[config.mk]
export PLATFORM = sky130hd
export DESIGN_NAME = usb_standard_request_handler_unit
export DESIGN_NICKNAME = d
export VERILOG_FILES = /design/src/sv/usrh_pkg.sv /design/src/sv/usrh_regs.sv /design/src/sv/usrh_ctrl.sv /design/src/sv/usrh_dp.sv /design/src/sv/usb_standard_request_handler_unit.sv
export SDC_FILE = /design/constraint.sdc
export NUM_CORES = 1
export LEC_CHECK = 0
export ABC_AREA = 1
export BUFFER_PORTS_ARGS = -buffer_cell sky130_fd_sc_hd__buf_2
export CORE_MARGIN = 2
export CORE_UTILIZATION = 25
export DETAILED_ROUTE_END_ITERATION = 8
export PLACE_DENSITY = 0.52
export SLEW_MARGIN = 30
export SYNTH_ARGS = -nofsm -noshare
export SYNTH_HDL_FRONTEND = slang
export SYNTH_SLANG_ARGS = --single-unit
[constraint.sdc]
create_clock -name clk -period 4.2 [get_ports clk]
set_clock_uncertainty 0.1 [all_clocks]
set_input_delay 0.21 -clock clk [delete_from_list [all_inputs] [get_ports clk]]
set_output_delay 0.21 -clock clk [all_outputs]
set_load 0.05 [all_outputs]
[src/sv/usrh_pkg.sv]
package usrh_pkg;

	// Result actions.
	typedef enum logic [2:0] {
		ACT_ZLP      = 3'd0,
		ACT_STATUS   = 3'd1,
		ACT_STALL    = 3'd2,
		ACT_BUSY     = 3'd3,
		ACT_DELEGATE = 3'd4
	} action_t;

	// Classes of a delegated control transfer.
	localparam logic [1:0] DK_READ     = 2'd0;
	localparam logic [1:0] DK_WRITE    = 2'd1;
	localparam logic [1:0] DK_DATALESS = 2'd2;

	// Request type field of bmRequestType.
	localparam logic [1:0] RT_STANDARD = 2'd0;

	// Standard request codes.
	localparam logic [7:0] REQ_GET_STATUS     = 8'd0;
	localparam logic [7:0] REQ_CLEAR_FEATURE  = 8'd1;
	localparam logic [7:0] REQ_SET_FEATURE    = 8'd3;
	localparam logic [7:0] REQ_SET_ADDRESS    = 8'd5;
	localparam logic [7:0] REQ_GET_DESCRIPTOR = 8'd6;

	// Recipients.
	localparam logic [4:0] RCP_DEVICE    = 5'd0;
	localparam logic [4:0] RCP_INTERFACE = 5'd1;
	localparam logic [4:0] RCP_ENDPOINT  = 5'd2;

	// Descriptor types that only exist at high speed.
	localparam logic [7:0] DT_QUALIFIER   = 8'd6;
	localparam logic [7:0] DT_OTHER_SPEED = 8'd7;

	// Feature selectors.
	localparam logic [15:0] FS_ENDPOINT_HALT = 16'd0;
	localparam logic [15:0] FS_REMOTE_WAKEUP = 16'd1;

	// Configuration port.
	localparam int APB_AW = 4;
	localparam logic [1:0] REG_ENDPOINT_COUNT = 2'd0;
	localparam logic [1:0] REG_HIGH_SPEED     = 2'd1;
	localparam logic [1:0] REG_SELF_POWERED   = 2'd2;
	localparam logic [1:0] REG_STATUS         = 2'd3;
	localparam logic [4:0] ENDPOINT_COUNT_RST = 5'd16;

	typedef struct packed {
		logic [7:0]  request_type;
		logic [7:0]  request;
		logic [15:0] value;
		logic [15:0] index;
		logic [15:0] length;
		logic        ep0_queue_empty;
	} in_item_t;

	typedef struct packed {
		logic [2:0] action;
		logic [1:0] status_word;
		logic       stall_ep0_after;
		logic       apply_address;
		logic [6:0] device_address;
		logic       restart_valid;
		logic [3:0] restart_endpoint;
		logic [1:0] delegate_kind;
	} out_item_t;

	typedef struct packed {
		logic [4:0] endpoint_count;
		logic       high_speed;
		logic       self_powered;
	} cfg_t;

	// Controller to datapath.
	typedef struct packed {
		logic load;
		logic decode;
		logic commit;
	} ctrl_cmd_t;

	// Datapath to controller.
	typedef struct packed {
		logic out_free;
	} dp_status_t;

	typedef enum logic [1:0] {
		ST_IDLE   = 2'd0,
		ST_DECODE = 2'd1,
		ST_EXEC   = 2'd2
	} state_t;

endpackage

[src/sv/usrh_regs.sv]
module usrh_regs
	import usrh_pkg::*;
(
	input  logic              clk,
	input  logic              arst_n,
	input  logic              psel,
	input  logic              penable,
	input  logic              pwrite,
	input  logic [APB_AW-1:0] paddr,
	input  logic [31:0]       pwdata,
	output logic [31:0]       prdata,
	output logic              pready,
	input  logic [1:0]        last_kind,
	output cfg_t              cfg
);

	cfg_t cfg_q;
	logic wr_en;

	assign pready = 1'b1;
	assign wr_en  = psel && penable && pwrite && pready;
	assign cfg    = cfg_q;

	always_ff @(posedge clk or negedge arst_n) begin
		if (!arst_n) begin
			cfg_q.endpoint_count <= ENDPOINT_COUNT_RST;
			cfg_q.high_speed     <= 1'b0;
			cfg_q.self_powered   <= 1'b0;
		end else if (wr_en) begin
			unique case (paddr[3:2])
				REG_ENDPOINT_COUNT: cfg_q.endpoint_count <= pwdata[4:0];
				REG_HIGH_SPEED:     cfg_q.high_speed     <= pwdata[0];
				REG_SELF_POWERED:   cfg_q.self_powered   <= pwdata[0];
				REG_STATUS: begin
				end
				default: begin
				end
			endcase
		end
	end

	// The status word is read only and shows the class of the last delegated transfer.
	always_comb begin
		prdata = '0;
		unique case (paddr[3:2])
			REG_ENDPOINT_COUNT: prdata[4:0] = cfg_q.endpoint_count;
			REG_HIGH_SPEED:     prdata[0]   = cfg_q.high_speed;
			REG_SELF_POWERED:   prdata[0]   = cfg_q.self_powered;
			REG_STATUS:         prdata[1:0] = last_kind;
			default:            prdata      = '0;
		endcase
	end

endmodule

[src/sv/usrh_ctrl.sv]
module usrh_ctrl
	import usrh_pkg::*;
(
	input  logic       clk,
	input  logic       arst_n,
	input  logic       in_valid,
	output logic       in_stall,
	input  dp_status_t status,
	output ctrl_cmd_t  cmd
);

	state_t state_q;
	state_t state_nxt;

	always_ff @(posedge clk or negedge arst_n) begin
		if (!arst_n) begin
			state_q <= ST_IDLE;
		end else begin
			state_q <= state_nxt;
		end
	end

	always_comb begin
		state_nxt = state_q;
		unique case (state_q)
			ST_IDLE:   if (in_valid) state_nxt = ST_DECODE;
			ST_DECODE: state_nxt = ST_EXEC;
			ST_EXEC:   if (status.out_free) state_nxt = ST_IDLE;
			default:   state_nxt = ST_IDLE;
		endcase
	end

	always_comb begin
		cmd      = '0;
		in_stall = 1'b1;
		unique case (state_q)
			ST_IDLE: begin
				in_stall = 1'b0;
				cmd.load = in_valid;
			end
			ST_DECODE: cmd.decode = 1'b1;
			ST_EXEC:   cmd.commit = status.out_free;
			default: begin
				cmd      = '0;
				in_stall = 1'b1;
			end
		endcase
	end

endmodule

[src/sv/usrh_dp.sv]
module usrh_dp
	import usrh_pkg::*;
#(
	parameter int MAX_ENDPOINTS = 16
) (
	input  logic       clk,
	input  logic       arst_n,
	input  ctrl_cmd_t  cmd,
	output dp_status_t status,
	input  in_item_t   in_data,
	input  cfg_t       cfg,
	output logic       out_valid,
	input  logic       out_stall,
	output out_item_t  out_data,
	output logic [1:0] last_kind
);

	localparam int EPW = (MAX_ENDPOINTS > 1) ? $clog2(MAX_ENDPOINTS) : 1;
	localparam logic [6:0] EP_LIMIT = 7'(MAX_ENDPOINTS);

	typedef enum logic [2:0] {
		OP_GS_DEVICE,
		OP_GS_INTERFACE,
		OP_GS_ENDPOINT,
		OP_FEAT_ENDPOINT,
		OP_FEAT_DEVICE,
		OP_SET_ADDRESS,
		OP_STALL,
		OP_DELEGATE
	} op_t;

	typedef struct packed {
		op_t        op;
		logic       set;
		logic       halt;
		logic [3:0] ep;
		logic [6:0] addr;
		logic [1:0] dkind;
		logic       q_empty;
	} dec_t;

	in_item_t  pkt_q;
	dec_t      dec_q;
	dec_t      dec_nxt;
	logic [MAX_ENDPOINTS-1:0] halt_q;
	logic      rw_q;
	logic [6:0] addr_q;
	logic [1:0] last_kind_q;
	out_item_t out_q;
	logic      out_valid_q;

	logic [4:0] recip;
	logic [6:0] ep7;
	logic       ep_ok;
	logic       standard;

	out_item_t res;
	logic      halt_wr;
	logic      halt_val;
	logic      rw_wr;
	logic      addr_wr;
	logic      kind_wr;

	assign status.out_free = !out_valid_q || !out_stall;
	assign out_valid       = out_valid_q;
	assign out_data        = out_q;
	assign last_kind       = last_kind_q;

	always_ff @(posedge clk) begin
		if (cmd.load) pkt_q <= in_data;
		if (cmd.decode) dec_q <= dec_nxt;
		if (cmd.commit) out_q <= res;
	end

	// Decode the setup packet into an operation class.
	assign recip    = pkt_q.request_type[4:0];
	assign ep7      = pkt_q.index[6:0];
	assign ep_ok    = (ep7 < {2'b00, cfg.endpoint_count}) && (ep7 < EP_LIMIT);
	assign standard = (pkt_q.request_type[6:5] == RT_STANDARD);

	always_comb begin
		dec_nxt         = '0;
		dec_nxt.op      = OP_DELEGATE;
		dec_nxt.set     = (pkt_q.request == REQ_SET_FEATURE);
		dec_nxt.halt    = ep_ok ? halt_q[ep7[EPW-1:0]] : 1'b0;
		dec_nxt.ep      = ep7[3:0];
		dec_nxt.addr    = pkt_q.value[6:0];
		dec_nxt.q_empty = pkt_q.ep0_queue_empty;
		if (pkt_q.request_type[7]) begin
			dec_nxt.dkind = DK_READ;
		end else if (pkt_q.length == 16'd0) begin
			dec_nxt.dkind = DK_DATALESS;
		end else begin
			dec_nxt.dkind = DK_WRITE;
		end
		if (standard) begin
			unique case (pkt_q.request) inside
				REQ_GET_STATUS: begin
					if (recip == RCP_ENDPOINT) begin
						dec_nxt.op = ep_ok ? OP_GS_ENDPOINT : OP_STALL;
					end else if (recip == RCP_DEVICE) begin
						dec_nxt.op = OP_GS_DEVICE;
					end else if (recip == RCP_INTERFACE) begin
						dec_nxt.op = OP_GS_INTERFACE;
					end else begin
						dec_nxt.op = OP_STALL;
					end
				end
				REQ_CLEAR_FEATURE, REQ_SET_FEATURE: begin
					if (recip == RCP_ENDPOINT && ep_ok && pkt_q.value == FS_ENDPOINT_HALT) begin
						dec_nxt.op = OP_FEAT_ENDPOINT;
					end else if (recip == RCP_DEVICE && pkt_q.value == FS_REMOTE_WAKEUP) begin
						dec_nxt.op = OP_FEAT_DEVICE;
					end else begin
						dec_nxt.op = OP_STALL;
					end
				end
				REQ_SET_ADDRESS: dec_nxt.op = OP_SET_ADDRESS;
				REQ_GET_DESCRIPTOR: begin
					if (!cfg.high_speed && (pkt_q.value[15:8] == DT_QUALIFIER ||
							pkt_q.value[15:8] == DT_OTHER_SPEED)) begin
						dec_nxt.op = OP_STALL;
					end
				end
				default: dec_nxt.op = OP_DELEGATE;
			endcase
		end
	end

	// Build the result and the state updates of the decoded request.
	always_comb begin
		res                = '0;
		res.device_address = addr_q;
		halt_wr            = 1'b0;
		halt_val           = 1'b0;
		rw_wr              = 1'b0;
		addr_wr            = 1'b0;
		kind_wr            = 1'b0;
		unique case (dec_q.op) inside
			OP_GS_DEVICE, OP_GS_INTERFACE, OP_GS_ENDPOINT: begin
				if (!dec_q.q_empty) begin
					res.action = ACT_BUSY;
				end else begin
					res.action = ACT_STATUS;
					if (dec_q.op == OP_GS_DEVICE) begin
						res.status_word = {rw_q, cfg.self_powered};
					end else if (dec_q.op == OP_GS_ENDPOINT) begin
						res.status_word = {1'b0, dec_q.halt};
					end
				end
			end
			OP_FEAT_ENDPOINT: begin
				// A halt request on endpoint zero only stalls after the status stage.
				halt_wr  = !(dec_q.set && dec_q.ep == 4'd0);
				halt_val = dec_q.set;
				if (!dec_q.q_empty) begin
					res.action = ACT_BUSY;
				end else begin
					res.action           = ACT_ZLP;
					res.stall_ep0_after  = dec_q.set && dec_q.ep == 4'd0;
					res.restart_valid    = !dec_q.set;
					res.restart_endpoint = dec_q.set ? 4'd0 : dec_q.ep;
				end
			end
			OP_FEAT_DEVICE: begin
				rw_wr      = 1'b1;
				res.action = dec_q.q_empty ? ACT_ZLP : ACT_BUSY;
			end
			OP_SET_ADDRESS: begin
				addr_wr            = 1'b1;
				res.device_address = dec_q.addr;
				res.action         = dec_q.q_empty ? ACT_ZLP : ACT_BUSY;
				res.apply_address  = dec_q.q_empty;
			end
			OP_STALL: res.action = ACT_STALL;
			OP_DELEGATE: begin
				kind_wr           = 1'b1;
				res.action        = ACT_DELEGATE;
				res.delegate_kind = dec_q.dkind;
			end
			default: res.action = ACT_STALL;
		endcase
	end

	always_ff @(posedge clk or negedge arst_n) begin
		if (!arst_n) begin
			halt_q      <= '0;
			rw_q        <= 1'b0;
			addr_q      <= 7'd0;
			last_kind_q <= DK_READ;
			out_valid_q <= 1'b0;
		end else begin
			if (cmd.commit) begin
				if (halt_wr) halt_q[dec_q.ep[EPW-1:0]] <= halt_val;
				if (rw_wr) rw_q <= dec_q.set;
				if (addr_wr) addr_q <= dec_q.addr;
				if (kind_wr) last_kind_q <= dec_q.dkind;
			end
			if (cmd.commit) begin
				out_valid_q <= 1'b1;
			end else if (!out_stall) begin
				out_valid_q <= 1'b0;
			end
		end
	end

endmodule

[src/sv/usb_standard_request_handler_unit.sv]
// USB standard request handler.
// The input channel (in_valid, in_stall, in_data) carries one setup packet per
// transaction together with the endpoint zero queue-empty flag. The output channel
// (out_valid, out_stall, out_data) returns exactly one result per packet.
// A packet is registered when accepted, decoded in the next cycle and executed in
// the EXEC state once the output register is free, when the result enters the
// output register. The sequencer handles one packet at a time, so a new packet
// is taken only after the previous one has been executed.
// A result waiting in the output register does not hold off the next packet; only
// when a second result is ready and the first is still stalled does the execute
// step wait, and in_stall stays high until it can finish.
// Reset clears all endpoint halt bits, remote wakeup, the device address and the
// last transfer class; endpoint_count returns to 16, high_speed and self_powered
// to zero. Configuration is written over the APB port at byte addresses 0, 4, 8;
// address 12 reads back the class of the last delegated transfer.
module usb_standard_request_handler_unit
	import usrh_pkg::*;
#(
	parameter int MAX_ENDPOINTS = 16
) (
	input  logic              clk,
	input  logic              arst_n,
	input  logic              in_valid,
	output logic              in_stall,
	input  in_item_t          in_data,
	output logic              out_valid,
	input  logic              out_stall,
	output out_item_t         out_data,
	input  logic              psel,
	input  logic              penable,
	input  logic              pwrite,
	input  logic [APB_AW-1:0] paddr,
	input  logic [31:0]       pwdata,
	output logic [31:0]       prdata,
	output logic              pready
);

	cfg_t       cfg;
	ctrl_cmd_t  cmd;
	dp_status_t dp_status;
	logic [1:0] last_kind;

	usrh_regs u_regs (
		.clk       (clk),
		.arst_n    (arst_n),
		.psel      (psel),
		.penable   (penable),
		.pwrite    (pwrite),
		.paddr     (paddr),
		.pwdata    (pwdata),
		.prdata    (prdata),
		.pready    (pready),
		.last_kind (last_kind),
		.cfg       (cfg)
	);

	usrh_ctrl u_ctrl (
		.clk      (clk),
		.arst_n   (arst_n),
		.in_valid (in_valid),
		.in_stall (in_stall),
		.status   (dp_status),
		.cmd      (cmd)
	);

	usrh_dp #(
		.MAX_ENDPOINTS (MAX_ENDPOINTS)
	) u_dp (
		.clk       (clk),
		.arst_n    (arst_n),
		.cmd       (cmd),
		.status    (dp_status),
		.in_data   (in_data),
		.cfg       (cfg),
		.out_valid (out_valid),
		.out_stall (out_stall),
		.out_data  (out_data),
		.last_kind (last_kind)
	);

endmodule

======== Word-level counts from Yosys, hierarchy flattened ========
Cells that the tools add are included.
cells by class
  magnitude comparators ................... 5
  eq/ne operators ......................... 23
  muxes and demuxes ....................... 37
  bitwise gates (word level) .............. 2
  reduce and logical (&&, ||, !) cells .... 39
operator list
  kind                                                                  number
  8-bit by 3-bit == test with 1-bit output, second input constant       4
  16-bit zero test                                                      2
  2-bit AND reduction                                                   10
  3-bit 2-to-1 mux                                                      6
  16-bit bitwise mux                                                    1
  16-bit by 1-bit == test with 1-bit output, second input constant      1
  1-bit 2-to-1 mux                                                      15
  2-bit 2-to-1 mux                                                      7
  3-bit case mux with 4 select lines                                    1
  4-bit by 5-bit < comparator with 1-bit output, second input constant  2
  3-bit == test, second input constant                                  3
  1-bit logical AND                                                     9
  3-bit case mux with 3 select lines                                    1
  3-bit OR reduction                                                    3
  8-bit by 1-bit == test with 1-bit output, second input constant       1
  8-bit by 2-bit == test with 1-bit output, second input constant       1
  8-bit zero test                                                       1
  7-bit by 5-bit < comparator with 1-bit output                         1
  7-bit by 5-bit < comparator with 1-bit output, second input constant  1
  7-bit 2-to-1 mux                                                      1
  2-bit == test, second input constant                                  3
  3-bit by 2-bit == test with 1-bit output, second input constant       2
  2-bit zero test                                                       3
  2-bit case mux with 3 select lines                                    1
  18 further kinds                                                      26
storage, ports and cells
  bits in registers ....................... 132
  bits of input ports ..................... 108

======== Logic depth before layout (Yosys ltp) ========
Gate-level depths: netlist of run 1.
  word-level depth ........................ 6
  depth in mapped cells ................... 12
  depth with buffers taken out ............ 12

======== By module ========
A second synthesis of run 1 with hierarchy kept.
unflattened totals
  cells, all modules ...................... 545
  area total of the unflattened synthesis .. 5748.0 um2
by module, submodules not included
  module     times used  cells each  area each (um2)  seq. area each (um2)
  usrh_dp    1           440         4974.8           3558.4
  usrh_regs  1           89          663.1            176.4
  usrh_ctrl  1           16          110.1            50.0

======== Worst setup path after synthesis of run 1 ========
OpenSTA, ideal clock, no wires.
  path type ............................... reg2reg
  start point ............................. register u_ctrl.state_q[1]
  end point ............................... register u_dp.pkt_q, in the netlist u_dp.dec_nxt[0] (enable)
  library setup time ...................... 0.470 ns
  arrival time ............................ 3.236 ns
  setup slack ............................. 0.394 ns
  stages on the path, launching flop included .. 4
  period minus slack after synthesis ...... 3.806 ns
  path through ............................ dfrtp_1 -> inv_1 -> nand2_1 -> nor2_1
RTL lines
  item                      RTL line         source
  start: declaration        usrh_ctrl.sv:12  state_t state_q;
  start signal: assignment  usrh_ctrl.sv:19  state_q <= state_nxt;
  end signal: assignment    usrh_dp.sv:70    if (cmd.load) pkt_q <= in_data;
  end: declaration          usrh_dp.sv:42    in_item_t pkt_q;

==> results of run 1 <==
layer usage:
metal | global-route usage (%) | vias to the layer above
li1 | - | 2036
met2 | 17.3 | 108
met3 | 3.50 | 11
met4 | 3.44 | 2
met1 | 12.8 | 1783
met5 | 0 | -
kinds of logic after synthesis:
family	share of synthesized area, %
AOI/OAI and AO/OA	6.21
adders and majority gates	1.77
buffers and inverters	8.73
DFF	66.8
other	0.133
and+or+nand+nor	16.3
report_power, final:
group	switching [mW]	internal, mW
Combinational	0.480	0.188
Sequential	0.0886	1.64
Clock	0.522	0.980
Total	1.09	2.81
synth_stat cells (2+ instances only):
library cell               count  area [um^2]
sky130_fd_sc_hd__dfrtp_1      35          876
sky130_fd_sc_hd__inv_1        59          221
sky130_fd_sc_hd__nor2_1       66          248
sky130_fd_sc_hd__o21ai_0      20          100
sky130_fd_sc_hd__nor4_1        4         25.0
sky130_fd_sc_hd__and2_1        3         18.8
sky130_fd_sc_hd__o21ai_2       7         61.3
sky130_fd_sc_hd__nand3b_1      2         15.0
sky130_fd_sc_hd__nor3_1        6         30.0
sky130_fd_sc_hd__nand3_1      25          125
sky130_fd_sc_hd__ha_1          8          100
sky130_fd_sc_hd__nand2_1     111          417
sky130_fd_sc_hd__a21oi_1       9         45.0
sky130_fd_sc_hd__inv_2         3         11.3
sky130_fd_sc_hd__edfxtp_1     96         2880
sky130_fd_sc_hd__nor2_2        3         18.8
sky130_fd_sc_hd__clkbuf_1      2         7.51
sky130_fd_sc_hd__buf_4        29          218
sky130_fd_sc_hd__a31oi_1       3         18.8
sky130_fd_sc_hd__o211ai_1      4         30.0
sky130_fd_sc_hd__o21ai_1      13         65.1
sky130_fd_sc_hd__conb_1        2         7.51
sky130_fd_sc_hd__buf_6         2         22.5
state kept, by name (all words and copies together) (netlist names):
register        cells
u_dp.halt_q        16
u_dp.ep7            3
u_dp.pkt_q         41
u_dp.last_kind      2
u_dp.out_data      21
u_regs.cfg          7
u_dp.out_valid      1
u_dp.dec_q         19
u_dp.addr_q         7
u_dp.dec_nxt       12
u_ctrl.state_q      2
u_dp.rw_q           1
stage by stage:
stage	total power, mW	instance area, um^2	utilization [%]
floorplan	2.20	5760	-
global placement	2.36	6370	28.4
detailed placement	2.37	6380	28.4
CTS	3.94	7620	34.0
global route	4.09	7650	34.1
finish	3.90	7650	34.1
what timing repair did:
| action | in CTS | in global routing |
|---|---|---|
| resized for setup | 0 | 0 |
| endpoints found under the hold margin | 98 | 0 |
| endpoints found under the setup margin | 0 | 0 |
| setup buffers | 0 | 0 |
| hold buffers | 63 | 0 |
worst max-delay path, delay by kind of cell (launching register included):
kind / cells / cell delay (ps)
and+or+nand+nor: 4 / 860
AOI/OAI and AO/OA: 1 / 70
buffers and inverters: 2 / 510
DFF: 1 / 390
area by class of cell:
class / count / area (um^2) / area share [%]
flip-flops and latches: 132 / 3780 / 49.5
multi-input cells: 320 / 1500 / 19.6
repair buffers: 163 / 1160 / 15.2
clock buffers: 24 / 522 / 6.82
well taps: 285 / 357 / 4.66
inverters: 63 / 236 / 3.09
clock inverters: 8 / 95.1 / 1.24
placed cells by master, fill, tap and decap left out, types with 4 or more instances in the layout:
| master | synthesis | routed |
|---|---|---|
| sky130_fd_sc_hd__dfrtp_1 | 35 | 35 |
| sky130_fd_sc_hd__edfxtp_1 | 96 | 96 |
| sky130_fd_sc_hd__a21oi_1 | 9 | 9 |
| sky130_fd_sc_hd__o21ai_1 | 13 | 13 |
| sky130_fd_sc_hd__buf_2 | 1 | 96 |
| sky130_fd_sc_hd__nand2_1 | 111 | 111 |
| sky130_fd_sc_hd__nor2_1 | 66 | 64 |
| sky130_fd_sc_hd__o21ai_0 | 20 | 20 |
| sky130_fd_sc_hd__o211ai_1 | 4 | 4 |
| sky130_fd_sc_hd__dlygate4sd3_1 | 0 | 63 |
| sky130_fd_sc_hd__inv_1 | 59 | 59 |
| sky130_fd_sc_hd__nor3_1 | 6 | 6 |
| sky130_fd_sc_hd__conb_1 | 2 | 28 |
| sky130_fd_sc_hd__clkbuf_8 | 0 | 7 |
| sky130_fd_sc_hd__nand3_1 | 25 | 25 |
| sky130_fd_sc_hd__o21ai_2 | 7 | 7 |
| sky130_fd_sc_hd__clkbuf_16 | 0 | 17 |
| sky130_fd_sc_hd__ha_1 | 8 | 8 |
| sky130_fd_sc_hd__nor4_1 | 4 | 4 |
| sky130_fd_sc_hd__clkinv_2 | 0 | 4 |
how the worst max path moves through the flow:
stage	start	end	slack, ps	cells after the start
floorplan	u_ctrl.state_q[1]	u_dp.dec_nxt[0]	390	3
global placement	u_ctrl.state_q[0]	u_dp.dec_nxt[10]	2070	4
detailed placement	u_ctrl.state_q[0]	u_dp.dec_nxt[10]	2050	4
CTS	u_ctrl.state_q[0]	u_dp.pkt_q[61]	2030	4
global route	u_ctrl.state_q[1]	u_dp.addr_q[1]	1870	7
finish	u_ctrl.state_q[1]	u_dp.addr_q[2]	2130	7
==> results by group, run 1 <==
Route
  – Initial drt markers: 191
  – Sum of routed wire segments on met1: 5440 um
  – Detailed-route wire length: 11800 um
  – Total vias in the final route: 3940
  – Top metal layer carrying routed signals: met5
  – Remaining number of nets flagged by the antenna check after routing: 0
  – DR vias/cell: 3.96
  – Routed wl met2: 5600 um
  – Met3 Routed Length: ~660 um
  – Number of detailed-routing iterations run before antenna repair: 5
  – WL/cell: 11.9 um
  – Remaining routing DRC violations: 0

Hold path
  – End of the worst hold path: u_regs.cfg[0]
  – Worst Hold Path Cells: 3
  – Launch instance of the worst min-delay path: pwdata[0]
  – Class of the tightest hold or removal check: in2reg

Cells and area
  – Antenna diodes: 0
  – Total Nets Final: 813
  – Area Overhead vs Synth: 35.1%
  – Post-Layout Cell Count: 995
  – Layout cell share with drive strength beyond 1: 21.3%
  – FILL cells: 2289

Synthesis
  – Ys async rst share: approximately 27%
  – Synthesized area per cell: 10.8 um^2
  – Number of enable-type register cells in the synthesized netlist: 96
  – Count of state elements after synthesis: 132
  – Distinct cell type count after synthesis: 35
  – Number of synthesis warnings: 0
  – Number of instances in the synthesized netlist: 524
  – Post-Syn Area: about 5700 um^2
  – Commonest register cell after synthesis: sky130_fd_sc_hd__edfxtp_1
  – Sequential-to-total area share from yosys stat: between 60% and 70%

GRT
  – Number of global-route vias before repair: 3987
  – Total global routing overflow: 0
  – Global-route wire length before repair: about 19000 um
  – Number of antenna violations at the first check in global routing: 1
  – Tot GR Track Use: 10.5%
  – Pin count of the biggest net entering global routing: 37

Clock tree
  – Max Root-Sink Buffers: 2
  – CTS tree: done
  – Clock insertion delay at the later pin of the skew report: 410 ps
  – Clock-pin slew of the registers on the worst-case setup and hold paths: 60 ps
  – Deepest level of the CTS H-tree: 4
  – Clock buffers created by TritonCTS: 17
  – Root buffer cell: sky130_fd_sc_hd__clkbuf_16
  – Sinks on Clock Net: 132

STA
  – Max Clk Rate: about 480 MHz
  – Post-route setup slack: 2130 ps
  – Minimum clock period: 2070 ps
  – Finish-stage setup viols: 0
  – Final-layout worst hold slack: 54.4 ps
  – Final hold violations: 0
  – Sum Neg Setup Slack: 0 ps
  – Fin crit share: roughly half
  – Least-Margin Pin Slew: approximately 600 ps
  – Number of slew-limit violations in the final report: 0
  – RSZ-0062 raised after global routing: no
  – Slew headroom: 59.9%

Run status
  – Result of the run: complete, no violations

Placed design
  – Global placer's final weighted congestion: 0.771
  – HPWL reported at the end of detailed placement: about 8200 um
  – Setup slack after placement: 2050 ps
  – Count of placed standard cells including taps: roughly 900
  – Count of buffers inserted at the top-level ports: 97

Die
  – Overall die width: 155 um
  – Starting density of the core: 25.2%
  – Core box area: around 22000 um^2
  – Top-Level Pins: 164
  – Height of the die: between 150 and 200 um
  – Die Outline Area: 23900 um^2
  – Count of standard-cell rows: 55

Power and ir drop
  – Maximum ir drop on the vdd rail: 276 uV
  – Leakage power of the design: 3.30 nW
  – Power per standard cell area: slightly above 500 nW/um^2

Critical path
  – Source of the worst register-to-register timing path: u_ctrl.state_q[1]
  – Longest individual stage delay on the worst path: roughly 480 ps
  – Critical Path Most Common Cell: sky130_fd_sc_hd__nand2_1
  – Crit start category: flip-flop
  – Maximum fanout along the worst path: 25
  – Cell depth of the worst flop-to-flop path: 7
  – Crit. End Element: flip-flop
  – Class of the most critical setup path: reg2reg
  – CP Data Required Time: 4380 ps
  – Data arrival time of the worst path: around 2300 ps
  – Setup slack on the worst flop-to-flop path: 2130 ps
  – CP Cell Sequence: inv_1 -> nor2_2 -> nand2_1 -> inv_2 -> nand2_1 -> nand2_1 -> o21ai_2
  – R2r endpoint: u_dp.addr_q[2]
  – Critical path's slowest cell: sky130_fd_sc_hd__nand2_1

Run
  – Max_cap viols: 0
Power figures use the tool's default switching activity.
==> run 2, diff against run 1 <==
--- a/config.mk
+++ b/config.mk
@@ -10,7 +10,7 @@
 export CORE_MARGIN = 2
 export CORE_UTILIZATION = 25
 export DETAILED_ROUTE_END_ITERATION = 8
-export PLACE_DENSITY = 0.52
+export PLACE_DENSITY = 0.54
 export SLEW_MARGIN = 30
 export SYNTH_ARGS = -nofsm -noshare
 export SYNTH_HDL_FRONTEND = slang
==> constraint.sdc (replaced) <==
create_clock -name clk -period 1.7 [get_ports clk]
set_clock_uncertainty 0.1 [all_clocks]
set_input_delay 0.085 -clock clk [delete_from_list [all_inputs] [get_ports clk]]
set_output_delay 0.085 -clock clk [all_outputs]
set_load 0.05 [all_outputs]
==> run 2 against run 1 <==
Effect of this change: the flow now finishes with violations (setup timing); final area grew 2.8%; highest routed layer is now met4; clock power increased by 130%; combinational power grew to 2.7 times the previous value; flip-flop and latch count unchanged; first-iteration DRC count is 11% higher; worst setup slack worse by 2100 ps; critical path depth increased by 3; fmax is 20% higher; wire length rose by 3.8%.
==> results by group, run 2 (synthesis results as in run 1) <==
Die
  – Height of the die: 155 um (unchanged)
  – Count of standard-cell rows: 55 (unchanged)
  – Starting density of the core: 25.2% (unchanged)
  – Overall die width: 155 um (unchanged)
  – Top-Level Pins: 164 (unchanged)
  – Die Outline Area: 23900 um^2 (unchanged)
  – Core box area: 22400 um^2 (unchanged)

Cells and area
  – Most frequent standard cell in the layout excluding fill and tap cells: sky130_fd_sc_hd__nand2_1
  – Total Nets Final: 837 (+3.0%)
  – Most frequent cells in the layout: sky130_fd_sc_hd__nand2_1 (109), sky130_fd_sc_hd__edfxtp_1 (96), sky130_fd_sc_hd__buf_2 (95), sky130_fd_sc_hd__dlygate4sd3_1 (66), sky130_fd_sc_hd__nor2_1 (61)
  – Layout cell share with drive strength beyond 1: 24.5% (+3.3 points)
  – Core utilization of the finished layout: 35.1% (+0.95 points)
  – Number of flip-flops in the largest register: 41 (unchanged)
  – Area Overhead vs Synth: 38.9%
  – Register name with the most flops: u_dp.pkt_q

Clock tree
  – Root buffer cell: sky130_fd_sc_hd__clkbuf_16
  – Deepest level of the CTS H-tree: 4 (unchanged)
  – Clock-pin slew of the registers on the worst-case setup and hold paths: 60 ps (about the same)
  – Sinks on Clock Net: 132 (unchanged)
  – Clock insertion delay at the later pin of the skew report: 420 ps (about the same)
  – Max Root-Sink Buffers: 2 (unchanged)
  – Clock buffers created by TritonCTS: 17 (unchanged)
  – CTS tree: done

Critical path
  – CP Data Required Time: 1770 ps (-2610 ps)
  – Crit. End Element: flip-flop
  – Class of the most critical setup path: reg2reg
  – Startpoint of the most critical setup path: u_regs.cfg[6]
  – Crit start category: flip-flop
  – Source of the worst register-to-register timing path: u_regs.cfg[6]
  – Data arrival time of the worst path: 1790 ps (-460 ps)
  – Maximum fanout along the worst path: 3 (-88%)
  – Cell depth of the worst flop-to-flop path: 10 (+3)

STA
  – Number of slew-limit violations in the final report: 0 (unchanged)
  – Final-layout worst hold slack: 44.5 ps (-9.93 ps)
  – Finish-stage setup viols: 1 (+1)
  – RSZ-0062 raised after global routing: yes
  – Minimum clock period: 1720 ps (-350 ps)
  – Sum Neg Setup Slack: -20.7 ps (-20.7 ps)
  – Post-route setup slack: -20.7 ps (-2150 ps)
  – Fin crit share: 101% (+52 points)
  – Final hold violations: 0 (unchanged)
  – Max Clk Rate: 581 MHz (+20%)

Route
  – Total vias in the final route: 4023 (+2.1%)
  – Remaining number of nets flagged by the antenna check after routing: 0 (unchanged)
  – Remaining routing DRC violations: 0 (unchanged)
  – Number of detailed-routing iterations run before antenna repair: 4 (-1)
  – Initial drt markers: 212 (+11%)
  – DR vias/cell: 3.94 (-0.49%)
  – WL/cell: 12.0 um (+1.2%)
  – Detailed-route wire length: 12300 um (+3.8%)

GRT
  – Global-route wire length before repair: 19800 um (+2.9%)
  – Number of global-route vias before repair: 4117 (+3.3%)
  – Tot GR Track Use: 10.8% (+0.36 points)
  – Pin count of the biggest net entering global routing: 57 (+54%)
  – Total global routing overflow: 0 (unchanged)
  – Number of antenna violations at the first check in global routing: 2 (+1)

Power and ir drop
  – Power per standard cell area: 1210 nW/um^2 (+140%)
  – Leakage power of the design: 3.38 nW (+2.5%)
  – Maximum ir drop on the vdd rail: 687 uV (+150%)

Placed design
  – Count of buffers inserted at the top-level ports: 97 (unchanged)
  – Global placer's final weighted congestion: 0.779 (+1.1%)
  – HPWL reported at the end of detailed placement: 8400 um (+2.5%)

Run
  – Max_cap viols: 0 (unchanged)

Run status
  – Violated checks: setup timing
  – Result of the run: finished with violations

Hold path
  – Worst Hold Path Cells: 3 (unchanged)
  – Class of the tightest hold or removal check: in2reg
  – Launch instance of the worst min-delay path: penable
run 2: final timing paths:
kind | to | slack (ps)
min reg2reg | u_dp.dec_q[0] | 320
min | u_regs.cfg[1] | 40
max in group asynchronous | u_regs.cfg[6] | 1160
min in group asynchronous | u_dp.addr_q[4] | 80
max reg2reg | u_dp.dec_q[18] | -20
max | u_dp.dec_q[18] | -20
run 2: cell type report:
type	instances	area [um^2]
Antenna cell	2	5.00
Clock buffer	26	479
Clock inverter	6	78.8
Fill cell	2270	14600
Inverter	63	241
Multi-Input combinational cell	320	1560
Sequential cell	132	3790
Tap cell	285	357
Timing Repair Buffer	187	1360
run 2: report_power, final:
| part | switching, mW | total [mW] | internal (mW) |
|---|---|---|---|
| Clock | 1.27 | 3.49 | 2.22 |
| Sequential | 0.207 | 4.25 | 4.05 |
| Combinational | 1.23 | 1.79 | 0.559 |
| Total | 2.71 | 9.54 | 6.83 |
run 2: repair_timing:
action / 4_1_cts / 5_1_grt
buffers inserted: 0 / 0
hold endpoints to repair: 102 / 0
setup endpoints to repair: 4 / 8
hold buffers: 66 / 0
pin swaps: 6 / 2
gates resized for setup: 4 / 12
run 2: worst max-delay path, stage by stage, from the launching register on:
cell	delay, ps
sky130_fd_sc_hd__dfstp_2	530
sky130_fd_sc_hd__inv_2	50
sky130_fd_sc_hd__ha_4	200
sky130_fd_sc_hd__nand2_1	60
sky130_fd_sc_hd__nand3_2	90
sky130_fd_sc_hd__nor2_4	100
sky130_fd_sc_hd__nand3_2	100
sky130_fd_sc_hd__nand2_1	70
sky130_fd_sc_hd__inv_1	40
sky130_fd_sc_hd__nor2_2	70
sky130_fd_sc_hd__nand2_1	50
run 2: layer usage:
metal,vias up,track usage [%],part of all wire [%]
met4,0,5.34,1.8
met2,103,17.9,47
li1,2090,-,-
met5,-,0,0
met1,1813,13.1,46
met3,17,2.89,5.3
run 2: per-stage QoR:
step | setup WS, ps | cell area, um^2 | std cells | power [mW]
floorplan | -263 | 5800 | 550 | 5.48
global placement | -58.6 | 6590 | 921 | 5.96
detailed placement | -84.7 | 6590 | 921 | 5.99
CTS | -39.6 | 7830 | 1019 | 9.65
global route | -168 | 7860 | 1019 | 10.0
finish | -20.7 | 7870 | 1021 | 9.54
